===== src/sv/sha256_pkg.sv =====
// sha256_pkg: shared types and constants of the SHA-256 stream hasher
// holds the initial hash values, the round constants and the schedule tap bundle
// no dependencies
package sha256_pkg;

  typedef logic [7:0][31:0] hash_t;

  typedef struct packed {
    logic [31:0] w0;
    logic [31:0] w1;
    logic [31:0] w9;
    logic [31:0] w14;
  } sched_taps_t;

  localparam int unsigned COUNT_W = 61;
  localparam logic [7:0] PAD_BYTE = 8'h80;
  localparam logic [5:0] LEN_POS = 6'd56;
  localparam logic [5:0] LAST_POS = 6'd63;
  localparam logic [5:0] LAST_ROUND = 6'd63;

  localparam hash_t HASH_IV = {
    32'h5be0cd19, 32'h1f83d9ab, 32'h9b05688c, 32'h510e527f,
    32'ha54ff53a, 32'h3c6ef372, 32'hbb67ae85, 32'h6a09e667
  };

  localparam logic [31:0] ROUND_K [64] = '{
    32'h428a2f98, 32'h71374491, 32'hb5c0fbcf, 32'he9b5dba5,
    32'h3956c25b, 32'h59f111f1, 32'h923f82a4, 32'hab1c5ed5,
    32'hd807aa98, 32'h12835b01, 32'h243185be, 32'h550c7dc3,
    32'h72be5d74, 32'h80deb1fe, 32'h9bdc06a7, 32'hc19bf174,
    32'he49b69c1, 32'hefbe4786, 32'h0fc19dc6, 32'h240ca1cc,
    32'h2de92c6f, 32'h4a7484aa, 32'h5cb0a9dc, 32'h76f988da,
    32'h983e5152, 32'ha831c66d, 32'hb00327c8, 32'hbf597fc7,
    32'hc6e00bf3, 32'hd5a79147, 32'h06ca6351, 32'h14292967,
    32'h27b70a85, 32'h2e1b2138, 32'h4d2c6dfc, 32'h53380d13,
    32'h650a7354, 32'h766a0abb, 32'h81c2c92e, 32'h92722c85,
    32'ha2bfe8a1, 32'ha81a664b, 32'hc24b8b70, 32'hc76c51a3,
    32'hd192e819, 32'hd6990624, 32'hf40e3585, 32'h106aa070,
    32'h19a4c116, 32'h1e376c08, 32'h2748774c, 32'h34b0bcb5,
    32'h391c0cb3, 32'h4ed8aa4a, 32'h5b9cca4f, 32'h682e6ff3,
    32'h748f82ee, 32'h78a5636f, 32'h84c87814, 32'h8cc70208,
    32'h90befffa, 32'ha4506ceb, 32'hbef9a3f7, 32'hc67178f2
  };

endpackage


===== src/sv/sha256_round.sv =====
// sha256_round: one SHA-256 compression round and one message schedule word
// shared unit stepped once per cycle by the sequencer in sha256_stream_hasher
// depends on sha256_pkg
module sha256_round (
  input  sha256_pkg::hash_t       state_i,
  input  sha256_pkg::sched_taps_t taps_i,
  input  logic [31:0]             k_i,
  output sha256_pkg::hash_t       state_o,
  output logic [31:0]             sched_o
);

  function automatic logic [31:0] rotr(input logic [31:0] x, input int unsigned n);
    rotr = (x >> n) | (x << (32 - n));
  endfunction

  logic [31:0] big_s0, big_s1, ch, maj, t1, t2, small_s0, small_s1;

  always_comb begin
    big_s1 = rotr(state_i[4], 6) ^ rotr(state_i[4], 11) ^ rotr(state_i[4], 25);
    big_s0 = rotr(state_i[0], 2) ^ rotr(state_i[0], 13) ^ rotr(state_i[0], 22);
    ch = (state_i[4] & state_i[5]) ^ (~state_i[4] & state_i[6]);
    maj = (state_i[0] & state_i[1]) ^ (state_i[0] & state_i[2]) ^ (state_i[1] & state_i[2]);
    t1 = state_i[7] + big_s1 + ch + k_i + taps_i.w0;
    t2 = big_s0 + maj;
    state_o[7] = state_i[6];
    state_o[6] = state_i[5];
    state_o[5] = state_i[4];
    state_o[4] = state_i[3] + t1;
    state_o[3] = state_i[2];
    state_o[2] = state_i[1];
    state_o[1] = state_i[0];
    state_o[0] = t1 + t2;
  end

  always_comb begin
    small_s1 = rotr(taps_i.w14, 17) ^ rotr(taps_i.w14, 19) ^ (taps_i.w14 >> 10);
    small_s0 = rotr(taps_i.w1, 7) ^ rotr(taps_i.w1, 18) ^ (taps_i.w1 >> 3);
    sched_o = small_s1 + taps_i.w9 + small_s0 + taps_i.w0;
  end

endmodule


===== src/sv/sha256_stream_hasher.sv =====
// SHA-256 over a byte stream. A request carrying a byte (tuser high) is written into the block buffer; the
// request that completes a 64-byte block is followed by the busy states S_COMP (64 rounds of the
// shared round unit) and S_ADD (the hash add), during which s_axis_tready is low. A request
// with tlast pads the message one byte per cycle into the block buffer and compresses one or
// two more blocks, then the eight digest words leave on the master side, word 0 first, tlast on
// word 7. Input is taken again while the digest drains.
// depends on sha256_pkg and sha256_round
module sha256_stream_hasher (
  input  logic        clk_i,
  input  logic        rst_ni,
  input  logic        s_axis_tvalid,
  output logic        s_axis_tready,
  input  logic [7:0]  s_axis_tdata,   // data_byte
  input  logic        s_axis_tuser,   // byte_present
  input  logic        s_axis_tlast,   // end_of_message
  output logic        m_axis_tvalid,
  input  logic        m_axis_tready,
  output logic [31:0] m_axis_tdata,   // digest_word
  output logic [2:0]  m_axis_tuser,   // word_index
  output logic        m_axis_tlast    // last_word
);

  localparam logic [2:0] S_IDLE = 3'd0;
  localparam logic [2:0] S_COMP = 3'd1;
  localparam logic [2:0] S_ADD  = 3'd2;
  localparam logic [2:0] S_PAD  = 3'd3;
  localparam logic [2:0] S_OUT  = 3'd4;

  logic [2:0] state_q, state_d;
  logic [5:0] round_q, round_d;
  logic [5:0] pos_q, pos_d;
  logic end_q, end_d, pad_q, pad_d, first_q, first_d, two_q, two_d;
  logic [sha256_pkg::COUNT_W-1:0] count_q, count_d;
  sha256_pkg::hash_t hash_q, hash_d, v_q, v_d, dig_q, dig_d, round_state;
  logic obusy_q, obusy_d;
  logic [2:0] oidx_q, oidx_d;
  logic [31:0] w_q [16];
  logic [31:0] sched_new;
  sha256_pkg::sched_taps_t taps;
  logic in_acc, out_acc, wr_en, shift_en;
  logic [5:0] wr_pos;
  logic [7:0] wr_byte, len_byte;
  logic [63:0] bit_len;

  assign s_axis_tready = (state_q == S_IDLE);
  assign in_acc = s_axis_tvalid & s_axis_tready;
  assign out_acc = m_axis_tvalid & m_axis_tready;
  assign m_axis_tvalid = obusy_q;
  assign m_axis_tdata = dig_q[0];
  assign m_axis_tuser = oidx_q;
  assign m_axis_tlast = (oidx_q == 3'd7);

  assign bit_len = {count_q, 3'b000};
  assign len_byte = bit_len[{~pos_q[2:0], 3'b000} +: 8];

  assign taps.w0 = w_q[0];
  assign taps.w1 = w_q[1];
  assign taps.w9 = w_q[9];
  assign taps.w14 = w_q[14];

  sha256_round u_round (
    .state_i (v_q),
    .taps_i  (taps),
    .k_i     (sha256_pkg::ROUND_K[round_q]),
    .state_o (round_state),
    .sched_o (sched_new)
  );

  always_comb begin
    state_d = state_q;
    round_d = round_q;
    pos_d = pos_q;
    end_d = end_q;
    pad_d = pad_q;
    first_d = first_q;
    two_d = two_q;
    count_d = count_q;
    hash_d = hash_q;
    v_d = v_q;
    dig_d = dig_q;
    obusy_d = obusy_q;
    oidx_d = oidx_q;
    wr_en = 1'b0;
    wr_pos = count_q[5:0];
    wr_byte = s_axis_tdata;
    shift_en = 1'b0;

    if (out_acc) begin
      dig_d = dig_q >> 32;
      oidx_d = oidx_q + 3'd1;
      if (oidx_q == 3'd7) begin
        obusy_d = 1'b0;
      end
    end

    unique case (state_q)
      S_IDLE: begin
        if (in_acc) begin
          if (s_axis_tuser) begin
            wr_en = 1'b1;
            count_d = count_q + sha256_pkg::COUNT_W'(1);
          end
          end_d = s_axis_tlast;
          if (s_axis_tuser && (count_q[5:0] == sha256_pkg::LAST_POS)) begin
            state_d = S_COMP;
            v_d = hash_q;
            round_d = 6'd0;
          end else if (s_axis_tlast) begin
            state_d = S_PAD;
            pos_d = count_d[5:0];
            pad_d = 1'b1;
            first_d = 1'b1;
            two_d = (count_d[5:0] >= sha256_pkg::LEN_POS);
          end
        end
      end
      S_COMP: begin
        v_d = round_state;
        shift_en = 1'b1;
        round_d = round_q + 6'd1;
        if (round_q == sha256_pkg::LAST_ROUND) begin
          state_d = S_ADD;
        end
      end
      S_ADD: begin
        for (int i = 0; i < 8; i++) begin
          hash_d[i] = hash_q[i] + v_q[i];
        end
        if (!end_q) begin
          state_d = S_IDLE;
        end else if (!pad_q) begin
          state_d = S_PAD;
          pos_d = 6'd0;
          pad_d = 1'b1;
          first_d = 1'b1;
          two_d = 1'b0;
        end else if (two_q) begin
          state_d = S_PAD;
          pos_d = 6'd0;
          first_d = 1'b0;
          two_d = 1'b0;
        end else begin
          state_d = S_OUT;
        end
      end
      S_PAD: begin
        wr_en = 1'b1;
        wr_pos = pos_q;
        if (first_q) begin
          wr_byte = sha256_pkg::PAD_BYTE;
        end else if (!two_q && (pos_q >= sha256_pkg::LEN_POS)) begin
          wr_byte = len_byte;
        end else begin
          wr_byte = 8'h00;
        end
        first_d = 1'b0;
        if (pos_q == sha256_pkg::LAST_POS) begin
          state_d = S_COMP;
          v_d = hash_q;
          round_d = 6'd0;
        end else begin
          pos_d = pos_q + 6'd1;
        end
      end
      S_OUT: begin
        if (!obusy_q) begin
          dig_d = hash_q;
          obusy_d = 1'b1;
          oidx_d = 3'd0;
          hash_d = sha256_pkg::HASH_IV;
          count_d = '0;
          end_d = 1'b0;
          pad_d = 1'b0;
          state_d = S_IDLE;
        end
      end
      default: begin
        state_d = S_IDLE;
      end
    endcase
  end

  always_ff @(posedge clk_i or negedge rst_ni) begin
    if (!rst_ni) begin
      state_q <= S_IDLE;
      round_q <= 6'd0;
      pos_q <= 6'd0;
      end_q <= 1'b0;
      pad_q <= 1'b0;
      first_q <= 1'b0;
      two_q <= 1'b0;
      count_q <= '0;
      hash_q <= sha256_pkg::HASH_IV;
      obusy_q <= 1'b0;
      oidx_q <= 3'd0;
    end else begin
      state_q <= state_d;
      round_q <= round_d;
      pos_q <= pos_d;
      end_q <= end_d;
      pad_q <= pad_d;
      first_q <= first_d;
      two_q <= two_d;
      count_q <= count_d;
      hash_q <= hash_d;
      obusy_q <= obusy_d;
      oidx_q <= oidx_d;
    end
  end

  always_ff @(posedge clk_i) begin
    v_q <= v_d;
    dig_q <= dig_d;
  end

  // block buffer doubles as the 16-word schedule window
  always_ff @(posedge clk_i) begin
    if (shift_en) begin
      for (int i = 0; i < 15; i++) begin
        w_q[i] <= w_q[i+1];
      end
      w_q[15] <= sched_new;
    end else if (wr_en) begin
      w_q[wr_pos[5:2]][{~wr_pos[1:0], 3'b000} +: 8] <= wr_byte;
    end
  end

  a_round_idle: assert property (@(posedge clk_i) disable iff (!rst_ni)
    (state_q != S_COMP) |-> (round_q == 6'd0))
    else $error("round counter not parked outside compression");

  a_comp_exit: assert property (@(posedge clk_i) disable iff (!rst_ni)
    (state_q == S_COMP && round_q == sha256_pkg::LAST_ROUND) |=> (state_q == S_ADD))
    else $error("compression did not end after the last round");

  a_two_pad: assert property (@(posedge clk_i) disable iff (!rst_ni)
    two_q |-> (end_q && pad_q))
    else $error("second padding block pending outside a closing message");

  a_digest_start: assert property (@(posedge clk_i) disable iff (!rst_ni)
    (state_q == S_OUT && !obusy_q) |=> (obusy_q && oidx_q == 3'd0 && count_q == '0))
    else $error("digest hand-off did not start at word zero");

endmodule

===== config.mk =====
export PLATFORM = sky130hd
export DESIGN_NAME = sha256_stream_hasher
export DESIGN_NICKNAME = d
export VERILOG_FILES = /design/src/sv/sha256_pkg.sv /design/src/sv/sha256_round.sv /design/src/sv/sha256_stream_hasher.sv
export SDC_FILE = /design/constraint.sdc
export NUM_CORES = 2
export LEC_CHECK = 0
export BUFFER_PORTS_ARGS = -buffer_cell sky130_fd_sc_hd__clkbuf_2
export CAP_MARGIN = 10
export CORE_AREA = 3 3 539 541
export CTS_CLUSTER_DIAMETER = 40
export DETAILED_ROUTE_END_ITERATION = 10
export DIE_AREA = 0 0 542 544
export GPL_TIMING_DRIVEN = 0
export PLACE_DENSITY = 0.53
export SKIP_LAST_GASP = 1
export SYNTH_ARGS = -nofsm -noshare
export SYNTH_HDL_FRONTEND = slang
export SYNTH_SLANG_ARGS = --single-unit

===== constraint.sdc =====
create_clock -name clk_i -period 26.5 [get_ports clk_i]
set_input_delay 2.65 -clock clk_i [delete_from_list [all_inputs] [get_ports clk_i]]
set_output_delay 2.65 -clock clk_i [all_outputs]
set_load 0.03 [all_outputs]

### Yosys cells after proc, flatten, opt, wreduce, memory -nomap -nowiden

Memory sizes are Yosys's and may differ from the RTL's.
Cells that the tools add are included.

* memories kept: 2
* register bits after elaboration: 852
* ROM bits: 2048
* RAM bits: 512
* output and inout port bits: 38
* bits of input ports: 14

* eq/ne operators: 20
* $add $sub $neg: 23
* reductions and logical operators: 20
* magnitude comparators: 3
* mux-type cells: 79
* shift-type cells: 3
* bitwise logic cells: 32

Memory list
* (no name shown): depth 64, bits a word 32, read ports 1, clocked after Yosys merged registers in 0, wr ports 0, line sha256_stream_hasher.sv:64 `.k_i (sha256_pkg::ROUND_K[round_q]),`
* w_q: depth 16, bits a word 32, read ports 16, clocked after Yosys merged registers in 0, wr ports 16, line sha256_stream_hasher.sv:37 `logic [31:0] w_q [16];`

Operator list (count)
* 256-bit two-way mux: 7
* 256-bit one-hot mux with 3 select lines: 1
* 32-bit adder: 18
* 256-bit one-hot mux with 2 select lines: 1
* 61-bit two-way mux: 5
* 32-bit XOR: 9
* 32-bit AND: 5
* 32-bit two-way mux: 5
* 61-bit one-hot mux with 2 select lines: 1
* 6-bit two-way mux: 11
* 64-bit by 7-bit variable part select with 8-bit output: 1
* 61-bit by 1-bit adder with 61-bit output, second input constant: 1
* 3-bit two-way mux: 12
* 6-bit one-hot mux with 3 select lines: 2
* 32-bit inverter: 1
* 10-bit by 32-bit bitwise OR with 32-bit output: 1
* 13-bit by 32-bit bitwise OR with 32-bit output: 1
* 14-bit by 32-bit bitwise OR with 32-bit output: 1
* 15-bit by 32-bit bitwise OR with 32-bit output: 1
* 19-bit by 32-bit bitwise OR with 32-bit output: 1
* 21-bit by 32-bit bitwise OR with 32-bit output: 1
* 25-bit by 32-bit bitwise OR with 32-bit output: 1
* 26-bit by 32-bit bitwise OR with 32-bit output: 1
* 30-bit by 32-bit bitwise OR with 32-bit output: 1
* 40 further kinds: 91

### Logic depth before layout (Yosys ltp)

* depth in word-level cells: 9
* depth in mapped cells: 36
* gate-level depth less buffers: 34

### Hierarchy

A second synthesis with hierarchy kept.

* cell total of the unflattened synthesis: 9467
* area, all modules: 86939.6 µm²

Modules (own cells, without submodules)
* sha256_stream_hasher: sequential area each 36865.4 µm², cells an instance 7634, instances 1, area each 71752.6 µm²
* sha256_round: sequential area each 0.0 µm², cells an instance 1833, instances 1, area each 15187.1 µm²

### Worst setup path before layout

No wires, ideal clock.

* path type: input-to-reg
* from: input port s_axis_tuser
* to: register round_q[5]
* setup time: 78 ps
* path buffers: 0
* slack: 16304 ps
* required time: 26422 ps
* arrival time: 10118 ps
* stages: 6
* cell sequence: a21oi_1 nor3_1 o21a_1 nand3_1 or3_1 a21oi_1

* cells in the longest elaborated chain, start to end: 3

RTL lines
* start, declared: line sha256_stream_hasher.sv:14 `input logic s_axis_tuser,`
* 1-bit logical AND: line sha256_stream_hasher.sv:104 `if (s_axis_tuser && (count_q[5:0] == sha256_pkg::LAST_POS)) begin`
* 2-bit by 1-bit inequality test with 1-bit output (no source line)
* 4-bit AND reduction (no source line)
* end signal, assigned: line sha256_stream_hasher.sv:198 `round_q <= round_d;`
* end, declared: line sha256_stream_hasher.sv:30 `logic [5:0] round_q, round_d;`

Every way passes these cells.
A chain may end at the register's enable or synchronous reset.

==> flow_summary.json <==
{
  "r2r-end": "v_q[28]$_DFFE_PP_",
  "dieHeight_um": 544,
  "htree_levels": 5,
  "setup-tns-final_ns": 0,
  "avgViaCountPerCell": 5.44,
  "cts_resized": 0,
  "first_pass_iters": 6,
  "cts-hold-fix-buffers": 0,
  "reg2reg_depth": 32,
  "yosysSeqAreaShare": 0.431,
  "synthCells": 9334,
  "path_max_fanout": 10,
  "drc": 0,
  "worst_pin_slew_ns": 1.40,
  "synth_area_leaders": "edfxtp_1 (27%), nand2_1 (8.5%), dfxtp_1 (6.0%)",
  "max_freq_mhz": 85.2,
  "first_iter_violations": 7170,
  "start_util": 0.300,
  "endpoint": "v_q[28]$_DFFE_PP_",
  "slowest_stage": "nor2b_1",
  "slew_headroom": 0.0654,
  "die_x_um": 542,
  "netlist_area_mm2": 0.0856,
  "r2r-start": "round_q[1]$_DFFE_PN0P_",
  "synth_seq_cells": 1364,
  "yosys_warnings": 0,
  "synth_nets": 9947,
  "grt_first_pass_wirelength_um": 518000,
  "worstPathArrival_ns": 12.33,
  "hp-class": "flip-flop to flip-flop",
  "grt_pass1_vias": 73100,
  "outcome": "complete, no violations",
  "routedWlPerCell_um": 26.7,
  "cts_setup_buffers": 0,
  "grt_usage": 0.240,
  "whs_ns": 0.450,
  "layout_min_cycle_time_ns": 11.73,
  "clockRootBuffer": "clkbuf_16",
  "end_kind": "flip-flop",
  "cts.sinks": 1364,
  "cts_buffers": 280,
  "fp-row-count": 196,
  "antenna_found_initial": 16,
  "vias": 74600,
  "crit_family": "compound AO/OA/AOI/OAI gates",
  "crit_required_ns": 27.10,
  "fin_nets": 10300,
  "worstSetupStartpoint": "round_q[1]$_DFFE_PN0P_",
  "fin_util": 0.354,
  "io_buffer_count": 50,
  "grt_setup_unrepaired": "false",
  "synth-edff-count": 768,
  "cts_tree": "done",
  "slew_violations": 0,
  "async_flop_share": 0.249,
  "hold_violations": 0,
  "final.setup_skew_ns": 0.0720,
  "setup_viol": 0,
  "syn_avg_cell_area_um2": 9.17,
  "synthDistinctLibCells": 94,
  "crit_type": "flip-flop to flip-flop",
  "synthToLayoutAreaGrowth_pct": 18.1,
  "slowest_delay_ns": 0.77,
  "routed_wl_um": 365000,
  "ant_nets": 0,
  "synthFlopType": "edfxtp_1",
  "clk_pin_slew_worst_paths_ns": 0.05,
  "timing.final.crit_share": 0.443,
  "cap_viol_max_count": 0,
  "io_pins": 52,
  "overflow": 0,
  "dp_hpwl_um": 282000,
  "crit_buf_inv": 6,
  "place.gp.congestion": 0.994,
  "dieArea_mm2": 0.295,
  "dp.cells": 13200,
  "layoutNonFillerInstCount": 13700,
  "grt_max_degree": 82,
  "clock_latency_ns": 0.92,
  "core_mm2": 0.285,
  "critical_path.startpoint_type": "flip-flop",
  "synth_top_area_frac": 0.269,
  "cp_num_cells": 32,
  "rrSetupSlack_ns": 14.77,
  "drive_above_1_share": 0.102,
  "yosysTopAreaCell": "edfxtp_1",
  "clock_path_buffers": 4
}
==> worst min-delay path by stage <==
stage | from | end | slack, ns | depth (start not counted)
after floorplan | dig_q[224]$_DFF_P_ | dig_q[224]$_DFF_P_ | 0.44 | 2
after global placement | dig_q[240]$_DFF_P_ | dig_q[240]$_DFF_P_ | 0.44 | 2
after detailed placement | dig_q[243]$_DFF_P_ | dig_q[243]$_DFF_P_ | 0.45 | 2
after CTS | dig_q[243]$_DFF_P_ | dig_q[243]$_DFF_P_ | 0.45 | 2
after global routing | dig_q[228]$_DFF_P_ | dig_q[228]$_DFF_P_ | 0.48 | 2
final | dig_q[255]$_DFF_P_ | dig_q[223]$_DFF_P_ | 0.45 | 2
==> cell type report <==
class / instances / area [um2]
diodes: 2 / 5.00
plain buffers: 503 / 2060
clock buffers: 336 / 7560
clock inverters: 179 / 2270
fillers: 29100 / 184000
inverters: 483 / 1810
multi-input cells: 6984 / 44900
flip-flops and latches: 1364 / 36900
well taps: 3762 / 4710
repair buffers: 88 / 931
==> per-layer routing <==
metal | up-vias | part of all wire | global-route usage
met5 | - | 0.000019 | 0
li1 | 33400 | - | -
met3 | 792 | 0.070 | 0.0401
met4 | 2 | 0.066 | 0.140
met2 | 3311 | 0.45 | 0.380
met1 | 37000 | 0.42 | 0.308
==> synth_stat cells (18+ instances only) <==
cell	count
mux4_2	22
nor2_1	664
clkbuf_1	429
mux2_2	189
fa_1	195
a31oi_1	277
a21o_1	229
mux2i_1	55
nor3_1	90
inv_1	479
xnor2_1	342
o21bai_1	53
and2_1	36
a211oi_1	42
nor2b_1	41
nand4_1	38
xor2_1	245
buf_4	32
or3_1	48
and3_1	57
nand2_1	1942
o21a_1	69
a311oi_1	24
ha_1	404
dfrtp_1	204
dfxtp_1	256
or2_2	19
o21ai_0	806
a21boi_0	20
nand3_1	111
a21oi_1	491
o31ai_1	35
nand2b_1	81
dfstp_2	136
nor3b_1	24
edfxtp_1	768
buf_1	34
o22ai_1	18
o211ai_1	35
==> worst register-to-register path: cells and delay by family, from the launching register on <==
kind	cells	cell delay [ns]
xor gates and xnor gates	2	0.83
DFF	1	0.49
AOI/OAI and AO/OA	16	4.33
and+or+nand+nor	2	1.01
adders and majority gates	6	2.74
buffers and inverters	6	2.05
==> flip-flops by register name, indices dropped and copies added (netlist names) <==
register       count
w_q              512
end_q              1
pad_q              1
m_axis_tuser       3
round_q            6
m_axis_tvalid      1
m_axis_tdata      32
count_q           61
first_q            1
state_q            3
v_q              256
dig_q            224
pos_q              6
two_q              1
hash_q           256
==> logic make-up (layout without fill, tap and decap cells) <==
group / after synthesis / in the layout / share of synthesized area
AO/OA/AOI/OAI: 2302 / 2302 / 0.164
XOR/XNOR: 587 / 587 / 0.0601
adder cells (fa/ha/maj): 603 / 603 / 0.105
buffers and inverters: 986 / 1589 / 0.0449
flip-flops: 1364 / 1364 / 0.431
multiplexers: 266 / 266 / 0.0371
other: 0 / 2 / 0
AND/OR/NAND/NOR: 3226 / 3226 / 0.158
==> per-stage QoR <==
stage | worst slack, ns | instance area (um2)
3_5_place_dp | 15.16 | 91200
3_3_place_gp | 11.27 | 90500
2_1_floorplan | 16.30 | 85600
4_1_cts | 15.09 | 101000
6_report | 14.77 | 101000
5_1_grt | 14.60 | 101000
==> layout by cell type (no fill, tap or decap), types with 42 or more instances in the layout <==
| cell | n |
|---|---|
| a211oi_1 | 42 |
| a21o_1 | 229 |
| a21oi_1 | 490 |
| a31oi_1 | 277 |
| and3_1 | 57 |
| clkbuf_1 | 444 |
| clkbuf_16 | 288 |
| clkbuf_2 | 65 |
| dfrtp_1 | 204 |
| dfstp_2 | 136 |
| dfxtp_1 | 256 |
| edfxtp_1 | 768 |
| fa_1 | 195 |
| ha_1 | 404 |
| inv_1 | 479 |
| mux2_2 | 189 |
| mux2i_1 | 55 |
| nand2_1 | 1942 |
| nand2b_1 | 81 |
| nand3_1 | 111 |
| nor2_1 | 663 |
| nor3_1 | 89 |
| o21a_1 | 68 |
| o21ai_0 | 805 |
| o21bai_1 | 53 |
| or3_1 | 48 |
| xnor2_1 | 342 |
| xor2_1 | 245 |
Power is left out: the tool's default activity adds up to more than one toggle a clock period on the data nets, which glitch-free logic cannot reach.
